File: config.mk
export PLATFORM = sky130hd
export DESIGN_NAME = vector_bearing_angle_top
export DESIGN_NICKNAME = d
export VERILOG_FILES = /design/src/vba_pkg.sv /design/src/vba_prep.sv /design/src/vba_cordic_stage.sv /design/src/vba_post.sv /design/src/vector_bearing_angle_top.sv
export SDC_FILE = /design/constraint.sdc
export NUM_CORES = 2
export LEC_CHECK = 0
export ABC_AREA = 1
export BUFFER_PORTS_ARGS = -buffer_cell sky130_fd_sc_hd__buf_2
export CORE_MARGIN = 1.5
export CORE_UTILIZATION = 38
export DETAILED_ROUTE_END_ITERATION = 10
export GPL_TIMING_DRIVEN = 0
export HOLD_SLACK_MARGIN = 0.06
export REMOVE_ABC_BUFFERS = 1
export SETUP_SLACK_MARGIN = 0.15
export SYNTH_ARGS = -nofsm -noshare
export SYNTH_HDL_FRONTEND = slang
export SYNTH_SLANG_ARGS = --single-unit
File: constraint.sdc
create_clock -name clk -period 10.13 [get_ports clk]
set_input_delay 1.5195 -clock clk [delete_from_list [all_inputs] [get_ports clk]]
set_output_delay 1.5195 -clock clk [all_outputs]
set_load 0.02 [all_outputs]
File: src/vba_pkg.sv
// shared types, widths and angle constants for the bearing block
package vba_pkg;

    localparam int DEFAULT_STAGES = 16;
    localparam int MAX_STAGES     = 24;

    localparam int IN_W   = 16;
    localparam int D_W    = IN_W + 1;
    localparam int ZFRAC  = 16;
    localparam int XY_W   = 36;
    localparam int Z_W    = 25;
    localparam int PHI_W  = 23;
    localparam int SUM_W  = 26;
    localparam int B_W    = 16;

    localparam int ANG_90  = 90 << ZFRAC;
    localparam int ANG_180 = 180 << ZFRAC;
    localparam int ANG_360 = 360 << ZFRAC;

    localparam int RND_SHIFT = ZFRAC - 7;
    localparam int RND_ADD   = 1 << (ZFRAC - 8);
    localparam int FULL_TURN = 360 << 7;

    typedef struct packed {
        logic dx_neg;
        logic dy_neg;
        logic zero;
    } side_t;

    // atan(2^-i) in degrees, 16 fraction bits
    function automatic logic signed [Z_W-1:0] atan_deg(input int idx);
        logic signed [Z_W-1:0] v;
        case (idx)
            0:       v = 25'sd2949120;
            1:       v = 25'sd1740967;
            2:       v = 25'sd919879;
            3:       v = 25'sd466945;
            4:       v = 25'sd234379;
            5:       v = 25'sd117304;
            6:       v = 25'sd58666;
            7:       v = 25'sd29335;
            8:       v = 25'sd14668;
            9:       v = 25'sd7334;
            10:      v = 25'sd3667;
            11:      v = 25'sd1833;
            12:      v = 25'sd917;
            13:      v = 25'sd458;
            14:      v = 25'sd229;
            15:      v = 25'sd115;
            16:      v = 25'sd57;
            17:      v = 25'sd29;
            18:      v = 25'sd14;
            19:      v = 25'sd7;
            20:      v = 25'sd4;
            21:      v = 25'sd2;
            22:      v = 25'sd1;
            default: v = 25'sd0;
        endcase
        return v;
    endfunction

endpackage

File: src/vba_prep.sv
// front stage: point difference, magnitudes, quadrant and coincidence flag
module vba_prep (
    input  logic                                 clk,
    input  logic                                 rst_n,
    input  logic                                 in_valid,
    input  logic signed [vba_pkg::IN_W-1:0]      target_x,
    input  logic signed [vba_pkg::IN_W-1:0]      target_y,
    input  logic signed [vba_pkg::IN_W-1:0]      object_x,
    input  logic signed [vba_pkg::IN_W-1:0]      object_y,
    output logic                                 out_valid,
    output logic signed [vba_pkg::XY_W-1:0]      out_x,
    output logic signed [vba_pkg::XY_W-1:0]      out_y,
    output vba_pkg::side_t                       out_side
);

    localparam int PAD_W = vba_pkg::XY_W - vba_pkg::D_W - vba_pkg::ZFRAC;

    logic signed [vba_pkg::D_W-1:0]  dx;
    logic signed [vba_pkg::D_W-1:0]  dy;
    logic [vba_pkg::D_W-1:0]         ax;
    logic [vba_pkg::D_W-1:0]         ay;
    logic                            valid_reg;
    logic signed [vba_pkg::XY_W-1:0] x_reg;
    logic signed [vba_pkg::XY_W-1:0] x_next;
    logic signed [vba_pkg::XY_W-1:0] y_reg;
    logic signed [vba_pkg::XY_W-1:0] y_next;
    vba_pkg::side_t                  side_reg;
    vba_pkg::side_t                  side_next;

    always_comb
    begin
        dx = {object_x[vba_pkg::IN_W-1], object_x} - {target_x[vba_pkg::IN_W-1], target_x};
        dy = {object_y[vba_pkg::IN_W-1], object_y} - {target_y[vba_pkg::IN_W-1], target_y};
        ax = dx[vba_pkg::D_W-1] ? vba_pkg::D_W'(-dx) : vba_pkg::D_W'(dx);
        ay = dy[vba_pkg::D_W-1] ? vba_pkg::D_W'(-dy) : vba_pkg::D_W'(dy);
        // x starts on the dy magnitude so the angle comes out from the +y axis
        x_next = $signed({{PAD_W{1'b0}}, ay, {vba_pkg::ZFRAC{1'b0}}});
        y_next = $signed({{PAD_W{1'b0}}, ax, {vba_pkg::ZFRAC{1'b0}}});
        side_next.dx_neg = dx[vba_pkg::D_W-1];
        side_next.dy_neg = dy[vba_pkg::D_W-1];
        side_next.zero   = (dx == '0) && (dy == '0);
    end

    always_ff @(posedge clk or negedge rst_n)
    begin
        if (!rst_n)
        begin
            valid_reg <= 1'b0;
        end
        else
        begin
            valid_reg <= in_valid;
        end
    end

    always_ff @(posedge clk)
    begin
        x_reg    <= x_next;
        y_reg    <= y_next;
        side_reg <= side_next;
    end

    assign out_valid = valid_reg;
    assign out_x     = x_reg;
    assign out_y     = y_reg;
    assign out_side  = side_reg;

endmodule

File: src/vba_cordic_stage.sv
// one registered vectoring iteration of the cordic
module vba_cordic_stage #(
    parameter int STAGE = 0
) (
    input  logic                                 clk,
    input  logic                                 rst_n,
    input  logic                                 in_valid,
    input  logic signed [vba_pkg::XY_W-1:0]      in_x,
    input  logic signed [vba_pkg::XY_W-1:0]      in_y,
    input  logic signed [vba_pkg::Z_W-1:0]       in_z,
    input  vba_pkg::side_t                       in_side,
    output logic                                 out_valid,
    output logic signed [vba_pkg::XY_W-1:0]      out_x,
    output logic signed [vba_pkg::XY_W-1:0]      out_y,
    output logic signed [vba_pkg::Z_W-1:0]       out_z,
    output vba_pkg::side_t                       out_side
);

    localparam logic signed [vba_pkg::Z_W-1:0] ATAN = vba_pkg::atan_deg(STAGE);

    logic signed [vba_pkg::XY_W-1:0] xs;
    logic signed [vba_pkg::XY_W-1:0] ys;
    logic                            valid_reg;
    logic signed [vba_pkg::XY_W-1:0] x_reg;
    logic signed [vba_pkg::XY_W-1:0] x_next;
    logic signed [vba_pkg::XY_W-1:0] y_reg;
    logic signed [vba_pkg::XY_W-1:0] y_next;
    logic signed [vba_pkg::Z_W-1:0]  z_reg;
    logic signed [vba_pkg::Z_W-1:0]  z_next;
    vba_pkg::side_t                  side_reg;

    always_comb
    begin
        xs = in_x >>> STAGE;
        ys = in_y >>> STAGE;
        // rotate towards the x axis, y at zero counts as positive
        if (!in_y[vba_pkg::XY_W-1])
        begin
            x_next = in_x + ys;
            y_next = in_y - xs;
            z_next = in_z + ATAN;
        end
        else
        begin
            x_next = in_x - ys;
            y_next = in_y + xs;
            z_next = in_z - ATAN;
        end
    end

    always_ff @(posedge clk or negedge rst_n)
    begin
        if (!rst_n)
        begin
            valid_reg <= 1'b0;
        end
        else
        begin
            valid_reg <= in_valid;
        end
    end

    always_ff @(posedge clk)
    begin
        x_reg    <= x_next;
        y_reg    <= y_next;
        z_reg    <= z_next;
        side_reg <= in_side;
    end

    assign out_valid = valid_reg;
    assign out_x     = x_reg;
    assign out_y     = y_reg;
    assign out_z     = z_reg;
    assign out_side  = side_reg;

endmodule

File: src/vba_post.sv
// back stage: clamp, quadrant placement and rounding to 7 fraction bits
module vba_post (
    input  logic                                 clk,
    input  logic                                 rst_n,
    input  logic                                 in_valid,
    input  logic signed [vba_pkg::Z_W-1:0]       in_z,
    input  vba_pkg::side_t                       in_side,
    output logic                                 out_valid,
    output logic [vba_pkg::B_W-1:0]              out_bearing,
    output logic                                 out_zero
);

    localparam logic [vba_pkg::PHI_W-1:0] PHI_MAX   = vba_pkg::PHI_W'(vba_pkg::ANG_90);
    localparam logic [vba_pkg::SUM_W-1:0] B_180     = vba_pkg::SUM_W'(vba_pkg::ANG_180);
    localparam logic [vba_pkg::SUM_W-1:0] B_360     = vba_pkg::SUM_W'(vba_pkg::ANG_360);
    localparam logic [vba_pkg::SUM_W-1:0] B_RND     = vba_pkg::SUM_W'(vba_pkg::RND_ADD);
    localparam logic [vba_pkg::B_W-1:0]   TURN      = vba_pkg::B_W'(vba_pkg::FULL_TURN);

    logic [vba_pkg::PHI_W-1:0] phi;
    logic [vba_pkg::SUM_W-1:0] phi_ext;
    logic [vba_pkg::SUM_W-1:0] b;
    logic [vba_pkg::SUM_W-1:0] b_rnd;
    logic [vba_pkg::B_W-1:0]   r;
    logic                      valid_reg;
    logic [vba_pkg::B_W-1:0]   bearing_reg;
    logic [vba_pkg::B_W-1:0]   bearing_next;
    logic                      zero_reg;

    always_comb
    begin
        if (in_z[vba_pkg::Z_W-1])
        begin
            phi = '0;
        end
        else if (in_z[vba_pkg::Z_W-2:0] > (vba_pkg::Z_W-1)'(PHI_MAX))
        begin
            phi = PHI_MAX;
        end
        else
        begin
            phi = in_z[vba_pkg::PHI_W-1:0];
        end

        phi_ext = vba_pkg::SUM_W'(phi);
        case ({in_side.dx_neg, in_side.dy_neg})
            2'b00:   b = phi_ext;
            2'b01:   b = B_180 - phi_ext;
            2'b11:   b = B_180 + phi_ext;
            default: b = B_360 - phi_ext;
        endcase

        b_rnd = b + B_RND;
        r     = b_rnd[vba_pkg::RND_SHIFT +: vba_pkg::B_W];

        // a full turn after rounding wraps to north
        if (in_side.zero || (r >= TURN))
        begin
            bearing_next = '0;
        end
        else
        begin
            bearing_next = r;
        end
    end

    always_ff @(posedge clk or negedge rst_n)
    begin
        if (!rst_n)
        begin
            valid_reg <= 1'b0;
        end
        else
        begin
            valid_reg <= in_valid;
        end
    end

    always_ff @(posedge clk)
    begin
        bearing_reg <= bearing_next;
        zero_reg    <= in_side.zero;
    end

    assign out_valid   = valid_reg;
    assign out_bearing = bearing_reg;
    assign out_zero    = zero_reg;

endmodule

File: src/vector_bearing_angle_top.sv
// top level: bearing of an object point from a target point
// done marks the result once the item has passed these registers in order:
// one front stage, one register per cordic iteration, one back stage
// throughput: one item per cycle, busy stays low as nothing can stall
// reset: rst_n clears every valid bit at once, no item in flight survives it
module vector_bearing_angle_top #(
    parameter int CORDIC_STAGES = vba_pkg::DEFAULT_STAGES
) (
    input  logic                            clk,
    input  logic                            rst_n,
    input  logic                            start,
    output logic                            busy,
    input  logic signed [vba_pkg::IN_W-1:0] target_x,
    input  logic signed [vba_pkg::IN_W-1:0] target_y,
    input  logic signed [vba_pkg::IN_W-1:0] object_x,
    input  logic signed [vba_pkg::IN_W-1:0] object_y,
    output logic                            done,
    output logic [vba_pkg::B_W-1:0]         bearing,
    output logic                            zero_vector
);

    logic                            valid_stage [0:CORDIC_STAGES];
    logic signed [vba_pkg::XY_W-1:0] x_stage     [0:CORDIC_STAGES];
    logic signed [vba_pkg::XY_W-1:0] y_stage     [0:CORDIC_STAGES];
    logic signed [vba_pkg::Z_W-1:0]  z_stage     [0:CORDIC_STAGES];
    vba_pkg::side_t                  side_stage  [0:CORDIC_STAGES];

    assign busy       = 1'b0;
    assign z_stage[0] = '0;

    vba_prep u_prep (
        .clk       (clk),
        .rst_n     (rst_n),
        .in_valid  (start),
        .target_x  (target_x),
        .target_y  (target_y),
        .object_x  (object_x),
        .object_y  (object_y),
        .out_valid (valid_stage[0]),
        .out_x     (x_stage[0]),
        .out_y     (y_stage[0]),
        .out_side  (side_stage[0])
    );

    for (genvar i = 0; i < CORDIC_STAGES; i++)
    begin : g_cordic
        vba_cordic_stage #(
            .STAGE (i)
        ) u_stage (
            .clk       (clk),
            .rst_n     (rst_n),
            .in_valid  (valid_stage[i]),
            .in_x      (x_stage[i]),
            .in_y      (y_stage[i]),
            .in_z      (z_stage[i]),
            .in_side   (side_stage[i]),
            .out_valid (valid_stage[i+1]),
            .out_x     (x_stage[i+1]),
            .out_y     (y_stage[i+1]),
            .out_z     (z_stage[i+1]),
            .out_side  (side_stage[i+1])
        );
    end

    vba_post u_post (
        .clk         (clk),
        .rst_n       (rst_n),
        .in_valid    (valid_stage[CORDIC_STAGES]),
        .in_z        (z_stage[CORDIC_STAGES]),
        .in_side     (side_stage[CORDIC_STAGES]),
        .out_valid   (done),
        .out_bearing (bearing),
        .out_zero    (zero_vector)
    );

`ifndef SYNTHESIS
    // every taken item comes out after the fixed pipeline depth
    assert property (@(posedge clk) disable iff (!rst_n)
        start |-> ##(CORDIC_STAGES + 2) done)
        else $error("item lost in pipeline");

    // coincidence flag matches the points of the item it belongs to
    assert property (@(posedge clk) disable iff (!rst_n)
        done |-> (zero_vector == $past((object_x == target_x) && (object_y == target_y),
                                       CORDIC_STAGES + 2)))
        else $error("zero flag out of step with its item");

    // bearing stays below a full turn and is north for coincident points
    assert property (@(posedge clk) disable iff (!rst_n)
        done |-> ((bearing < vba_pkg::B_W'(vba_pkg::FULL_TURN))
                  && (!zero_vector || (bearing == '0))))
        else $error("bearing out of range");
`endif

endmodule
Yosys cells after proc, flatten, opt, wreduce, memory -nomap -nowiden
Cells that the tools add are included.
{ "totals": {"regBits": 1535} }
{ "classes": {"n_mux": 47, "n_lt_le_gt_ge": 2, "n_addsub": 92, "n_reduce_logical": 5, "n_eq_ne": 2} }
{ "ops": {"columns": ["op", "n"], "rows": [
  ["36-bit two-way mux", 27],
  ["25-bit two-way mux", 14],
  ["25-bit one-hot mux with 3 select lines", 1],
  ["36-bit by 23-bit adder with 36-bit output", 2],
  ["36-bit by 24-bit adder with 36-bit output", 2],
  ["36-bit by 25-bit adder with 36-bit output", 2],
  ["36-bit by 26-bit adder with 36-bit output", 2],
  ["36-bit by 27-bit adder with 36-bit output", 2],
  ["36-bit by 28-bit adder with 36-bit output", 2],
  ["36-bit by 29-bit adder with 36-bit output", 2],
  ["36-bit by 30-bit adder with 36-bit output", 2],
  ["36-bit by 31-bit adder with 36-bit output", 2],
  ["36-bit by 32-bit adder with 36-bit output", 2],
  ["36-bit by 33-bit adder with 36-bit output", 2],
  ["36-bit by 34-bit adder with 36-bit output", 2],
  ["36-bit by 23-bit subtractor with 36-bit output", 2],
  ["36-bit by 24-bit subtractor with 36-bit output", 2],
  ["36-bit by 25-bit subtractor with 36-bit output", 2],
  ["36-bit by 26-bit subtractor with 36-bit output", 2],
  ["36-bit by 27-bit subtractor with 36-bit output", 2],
  ["36-bit by 28-bit subtractor with 36-bit output", 2],
  ["36-bit by 29-bit subtractor with 36-bit output", 2],
  ["36-bit by 30-bit subtractor with 36-bit output", 2],
  ["36-bit by 31-bit subtractor with 36-bit output", 2],
  ["54 further kinds", 64]
]} }

Depth between registers and ports, before layout
{ "depth": {"ltp_word": 8, "mapped_depth": 30, "mapped_depth_nobuf": 30} }

Cells and area by module
A second synthesis with hierarchy kept.
{ "hier_totals": {"cells_unflattened": 28529, "hier_area_um2": 170905.2} }
{ "by_module_without_submodules": {"columns": ["module", "instances", "cells_each", "area_each_um2"], "rows": [
  ["vba_cordic_stage at g_cordic[0].u_stage", 1, 1753, 10920.5],
  ["vba_cordic_stage at g_cordic[2].u_stage", 1, 1843, 10817.9],
  ["vba_cordic_stage at g_cordic[1].u_stage", 1, 1808, 10672.7],
  ["vba_cordic_stage at g_cordic[3].u_stage", 1, 1785, 10582.6],
  ["vba_cordic_stage at g_cordic[4].u_stage", 1, 1779, 10541.4],
  ["vba_cordic_stage at g_cordic[7].u_stage", 1, 1735, 10386.2],
  ["vba_cordic_stage at g_cordic[10].u_stage", 1, 1695, 10273.6],
  ["vba_cordic_stage at g_cordic[5].u_stage", 1, 1717, 10217.3],
  ["vba_cordic_stage at g_cordic[9].u_stage", 1, 1682, 10124.7],
  ["vba_cordic_stage at g_cordic[8].u_stage", 1, 1694, 10093.4],
  ["vba_cordic_stage at g_cordic[6].u_stage", 1, 1708, 10083.4],
  ["vba_cordic_stage at g_cordic[12].u_stage", 1, 1657, 10048.4],
  ["vba_cordic_stage at g_cordic[11].u_stage", 1, 1674, 9980.8],
  ["vba_cordic_stage at g_cordic[14].u_stage", 1, 1635, 9939.5],
  ["+5 rows", null, null, null]
]} }

Worst setup path after synthesis
No wires, ideal clock.
{ "synth_timing": {"kind": "input to register", "start": "input target_x[2] (netlist bit)", "end": "register u_prep.y_reg (netlist bit u_prep.out_y[32])", "cell_stages": 18, "setup_slack_ns": 5.984, "t_arrival_ns": 4.020, "path_buffers": 0, "setup_ns": 0.126, "path_cell_list": "inv_1 > ha_1 > a21oi_1 > and2_1 > inv_1 > a21oi_1 > nor2_1 > nor2_1 > xor2_1 > nand3b_1 > nor3b_1 > nand3_1 > nor3b_1 > nand3b_1 > nor3b_1 > ha_1 > inv_1 > nor2_1"} }
{ "synth_via": {"elab_chain_cells": 2} }
{ "synth_lines": {"columns": ["element", "line_no", "text"], "rows": [
  ["from (decl)", "vector_bearing_angle_top.sv:13", "input logic signed [vba_pkg::IN_W-1:0] target_x,"],
  ["16-bit by 16-bit subtractor with 17-bit output *", "vba_prep.sv:32", "dx = {object_x[vba_pkg::IN_W-1], object_x} - {target_x[vba_pkg::IN_W-1], target_x};"],
  ["17-bit negation", "vba_prep.sv:34", "ax = dx[vba_pkg::D_W-1] ? vba_pkg::D_W'(-dx) : vba_pkg::D_W'(dx);"],
  ["to (signal assigned)", "vba_prep.sv:59", "y_reg <= y_next;"],
  ["to (decl)", "vba_prep.sv:25", "logic signed [vba_pkg::XY_W-1:0] y_reg;"]
]} }
Every way passes the cells marked *; elsewhere a longest branch is shown, timed or not.
A chain may end at the register's enable or synchronous reset.

Worst setup path after layout
{ "layout_timing": {"start": "register g_cordic[7].u_stage.y_reg (netlist bit g_cordic[7].u_stage.out_y[8])", "end": "register g_cordic[8].u_stage.x_reg (netlist bit g_cordic[8].u_stage.out_x[34])"} }
{ "layout_via": {"elab_chain_cells": 2, "word_cells_on_any_way": 3, "cone_classes": "add/sub (2); mux (1)"} }
{ "layout_lines": {"columns": ["element", "line_no", "text"], "rows": [
  ["from (decl)", "vba_cordic_stage.sv:26", "logic signed [vba_pkg::XY_W-1:0] y_reg;"],
  ["from (signal assigned)", "vba_cordic_stage.sv:66", "y_reg <= y_next;"],
  ["36-bit by 28-bit adder with 36-bit output / 36-bit by 28-bit subtractor with 36-bit output (equally long branches)", "vba_cordic_stage.sv:39, vba_cordic_stage.sv:45", null],
  ["36-bit two-way mux *", "vba_cordic_stage.sv:37", "if (!in_y[vba_pkg::XY_W-1])"],
  ["named net g_cordic[8].u_stage.x_next (one bit)", "vba_cordic_stage.sv:25", "logic signed [vba_pkg::XY_W-1:0] x_next;"],
  ["to (signal assigned)", "vba_cordic_stage.sv:65", "x_reg <= x_next;"],
  ["to (decl)", "vba_cordic_stage.sv:24", "logic signed [vba_pkg::XY_W-1:0] x_reg;"]
]} }
Mark *: on every way through the listed nets, which the timed path passes. The rest lies on a longest branch.

==> impl_results.md <==
* Global-route wire length before repair at ~410 mm
* Origin of the critical flop-to-flop path: g_cordic[7].u_stage.out_y[8]
* Crit Path Max Fanout at 5
* Number of warning messages in the yosys log at 0
* Max clock buf depth at 3
* Final HPWL from detailed placement at 211 mm
* DRC violations left at 0
* Worst Hold Path Cells at 0
* Maximum number of pins on one net before global-route repair at 53
* Highest achievable clock rate at between 150 and 200 MHz
* Max-cap violations at 0
* Cells along the critical path: inv_1 > ha_1 > nand4_1 > nor3_1 > inv_1 > nor4_1 > inv_1 > nor3_1 > nand2_1 > or3_1 > nor3_1 > a31oi_1 > xor2_1 > ha_1 > nand2_1 > nor2_1 > nand4_1 > nor4_1 > nand3_1 > nand3_1 > xor2_1
* Slowest cell delay on critical path at slightly above 1 ns
* Slowest stage cell on the critical path: sky130_fd_sc_hd__nor4_1
* Area inside the core boundary at 249000 um2
* Startpoint class of the critical path: register
* Met2 global-route usage at 33.5%
* Critical path class: register to register
* Met1 layer usage reported by global route at 25.6%
* DP Area at 99500 um2
* Average instance area after synthesis at 7.65 um2
* Per-cell routed wire length at between 15 and 20 um
* Synth unique cells at 73
* Site row count at 183
* Unrepaired setup endpoints after global routing: false
* Number of hold-repair buffers added at the cts stage at 0
* CTS clk-pin slew, worst paths at 0.05 ns
* Number of antenna violations at the first check in global routing at 2
* Max-slew headroom at 11.5%
* Total routing resource utilization after global routing at 19.7%
* Number of instances resized during post-cts repair at 0
* R2r endpoint: g_cordic[8].u_stage.out_x[34]
* Most used routing layer: met2
* Worst setup path end: g_cordic[8].u_stage.out_x[34]
* H-Tree Depth at 4
* Fraction of synthesis flops using an asynchronous set or reset pin at 1.37%
* Hold WC Path Type: register to register
* Number of nets in the layout at roughly 14000
* Setup violators final at 0
* Fillcell total at 25600
* Number of setup buffers added after CTS at 0
* Met3 usage in global routing at about 2.1%
* Chip Width at 503 um
* Number of iterations in the first detailed-routing pass at 6
* Cell count after synthesis at around 12000
* Vias in the first global route at 76700
* Predominant post-synthesis flop cell: sky130_fd_sc_hd__dfxtp_1
* Slew @ Worst Pin at 1.31 ns
* Flops & latches, synth at between 1000 and 1500
* Number of routed nets with antenna violations at 0
* Final-report max-slew violation count at 0
* Design area at 105000 um2
* Iter 0 DRT Violations at between 4000 and 5000
* Crit path time final at 5.76 ns
* Critical Path Source: g_cordic[7].u_stage.out_y[8]
* Vias at 80600
* Area of the mapped netlist at 95000 um2
* Sink count of the clock tree at roughly 1300
* Clock latency on the worst-skew pair at 0.80 ns
* CTS root buffer: sky130_fd_sc_hd__clkbuf_16
* Setup TNS Final at 0 ns
* Endpoint arrival time on the critical path at 6.45 ns
* Kind of end point of the critical path: register
* I/O pin total at 86
* Final weighted congestion in routability-driven placement at 0.935
* Area delta synth->final at 10.3%
* Hold Startpoint: g_cordic[9].u_stage.out_side[0]
* Count of cells along the worst register-to-register path at 21
* Status: finished, final reports clean
* Slack of the worst reg-to-reg path at ~4.4 ns
* Number of flops mapped to enable cells by yosys at 0
* Floorplan die area at 253000 um2
* Avg Vias per Cell at between 5 and 6
* Period utilization at a little under three fifths
* Height of the die at 503 um
* Clock tree from TritonCTS: yes
* TritonCTS Buffers at 154
* Part of the Yosys area used for sequential elements at 27.8%
* Number of port buffers at 84
* Total congestion overflow at 0
* Fraction of layout cells with a size suffix above 1 at approximately 3.9%
* Effective utilization at floorplan at a little under two fifths
* Data required time at the worst endpoint at 10.82 ns
* Final wirelength at 255 mm
* Post-Route Skew at ~0.043 ns
* Endpoints failing hold at 0
## sequential cells by signal, summed over array words and instances (netlist names)
name and cells:
u_prep.out_y 17, g_cordic.u_stage.out_y 435, u_prep.out_valid 1, u_post.out_valid 1, g_cordic.u_stage.out_x 427, g_cordic.u_stage.out_side 48
u_prep.out_side 3, u_prep.out_x 17, g_cordic.u_stage.out_valid 16, u_post.out_zero 1, u_post.out_bearing 16, g_cordic.u_stage.out_z 333
## cells in the mapped netlist, drive strengths merged (61+ instances only)
library cell	instances	area (um2)
xor2	1188	10400
o21ai	705	3540
a31oi	137	857
dfxtp	1297	26000
nand3	454	2370
xnor2	589	5160
clkbuf	88	330
ha	1228	15400
nor2	1105	4270
nor4	104	663
nand2	1987	7540
inv	1262	4740
nand4	101	632
nor3	282	1410
a21oi	1297	6510
o211ai	61	463
## metal layers
metal | wire (um) | part of all wire [%] | vias to the layer above
met5 | 0 | 0 | -
met4 | 9840 | 3.9 | 0
met3 | 8970 | 3.5 | 404
met2 | 116000 | 46 | 1467
met1 | 119000 | 47 | 36500
li1 | - | - | 42300
## stage by stage
stage | setup slack, ns | std cells | hold slack (ns) | utilization, %
CTS | 4.41 | 16000 | 0.317 | 42.2
finish | 4.37 | 16000 | 0.312 | 42.2
floorplan | 5.11 | 12300 | 0.310 | -
global placement | 2.41 | 15700 | 0.310 | 39.9
global route | 4.06 | 16000 | 0.326 | 42.2
detailed placement | 4.48 | 15700 | 0.312 | 40.0
## critical path, delay by kind of cell, from the launching register on
family	cells	cell delay (ns)
AO/OA/AOI/OAI	1	0.15
flip-flops	1	0.36
buffers and inverters	3	0.23
XOR/XNOR	2	0.37
AND/OR/NAND/NOR	13	3.95
adder cells (fa/ha/maj)	2	0.60
## cell usage in the layout (no fill, tap or decap), types with 15 or more instances in the layout
cell / synthesis / layout
sky130_fd_sc_hd__nand2_1: 1969 / 1969
sky130_fd_sc_hd__a21oi_1: 1295 / 1295
sky130_fd_sc_hd__dfxtp_1: 1297 / 1284
sky130_fd_sc_hd__inv_1: 1255 / 1249
sky130_fd_sc_hd__ha_1: 1228 / 1228
sky130_fd_sc_hd__xor2_1: 1187 / 1187
sky130_fd_sc_hd__nor2_1: 1082 / 1082
sky130_fd_sc_hd__o21ai_0: 688 / 688
sky130_fd_sc_hd__xnor2_1: 589 / 589
sky130_fd_sc_hd__nand3_1: 441 / 441
sky130_fd_sc_hd__nor3_1: 282 / 282
sky130_fd_sc_hd__clkbuf_16: 0 / 154
sky130_fd_sc_hd__a31oi_1: 137 / 137
sky130_fd_sc_hd__nor4_1: 102 / 102
sky130_fd_sc_hd__nand4_1: 101 / 101
sky130_fd_sc_hd__buf_2: 5 / 84
sky130_fd_sc_hd__o211ai_1: 60 / 60
sky130_fd_sc_hd__a21o_1: 60 / 60
sky130_fd_sc_hd__o21bai_1: 59 / 59
sky130_fd_sc_hd__a21boi_0: 53 / 53
sky130_fd_sc_hd__o31ai_1: 45 / 45
sky130_fd_sc_hd__or2_2: 42 / 42
sky130_fd_sc_hd__fa_1: 33 / 33
sky130_fd_sc_hd__o21a_1: 32 / 32
sky130_fd_sc_hd__o221ai_1: 26 / 26
sky130_fd_sc_hd__a211oi_1: 26 / 26
sky130_fd_sc_hd__clkbuf_1: 88 / 25
sky130_fd_sc_hd__a221oi_1: 23 / 23
sky130_fd_sc_hd__bufinv_16: 0 / 22
sky130_fd_sc_hd__clkbuf_8: 0 / 22
sky130_fd_sc_hd__clkinv_2: 0 / 21
sky130_fd_sc_hd__dfrtp_1: 18 / 18
sky130_fd_sc_hd__o21ai_1: 15 / 15
## cell families after synthesis
group	Yosys count	share of synthesized area, %
adders and majority gates	1261	16.9
other	1	0.00395
AOI/OAI and AO/OA	2569	15.0
DFF	1315	27.8
xor gates and xnor gates	1777	16.4
buffers and inverters	1377	5.48
and+or+nand+nor	4127	18.4
## worst min path at each step
stage | end | slack (ns)
5_1_grt | g_cordic[2].u_stage.out_side[2] | 0.33
2_1_floorplan | g_cordic[0].u_stage.out_side[0] | 0.31
3_3_place_gp | g_cordic[7].u_stage.out_side[1] | 0.31
4_1_cts | g_cordic[8].u_stage.out_side[1] | 0.32
6_report | g_cordic[10].u_stage.out_side[0] | 0.31
3_5_place_dp | g_cordic[10].u_stage.out_side[1] | 0.31
## layout make-up
type                       instances  area [um2]  share of cell area (%)
antenna                            2        5.00                 0.00477
clock buffer                     201        4250                    4.05
clock inverter                    74        1130                    1.07
inverter                        1270        4770                    4.55
multi-input combinational       9735       63400                    60.5
sequential                      1315       26400                    25.2
tap                             3330        4170                    3.97
timing repair buffer              98         708                   0.675
Power is not shown: default switching activity piles up to over one toggle a cycle in this logic, so the estimate is an artifact.
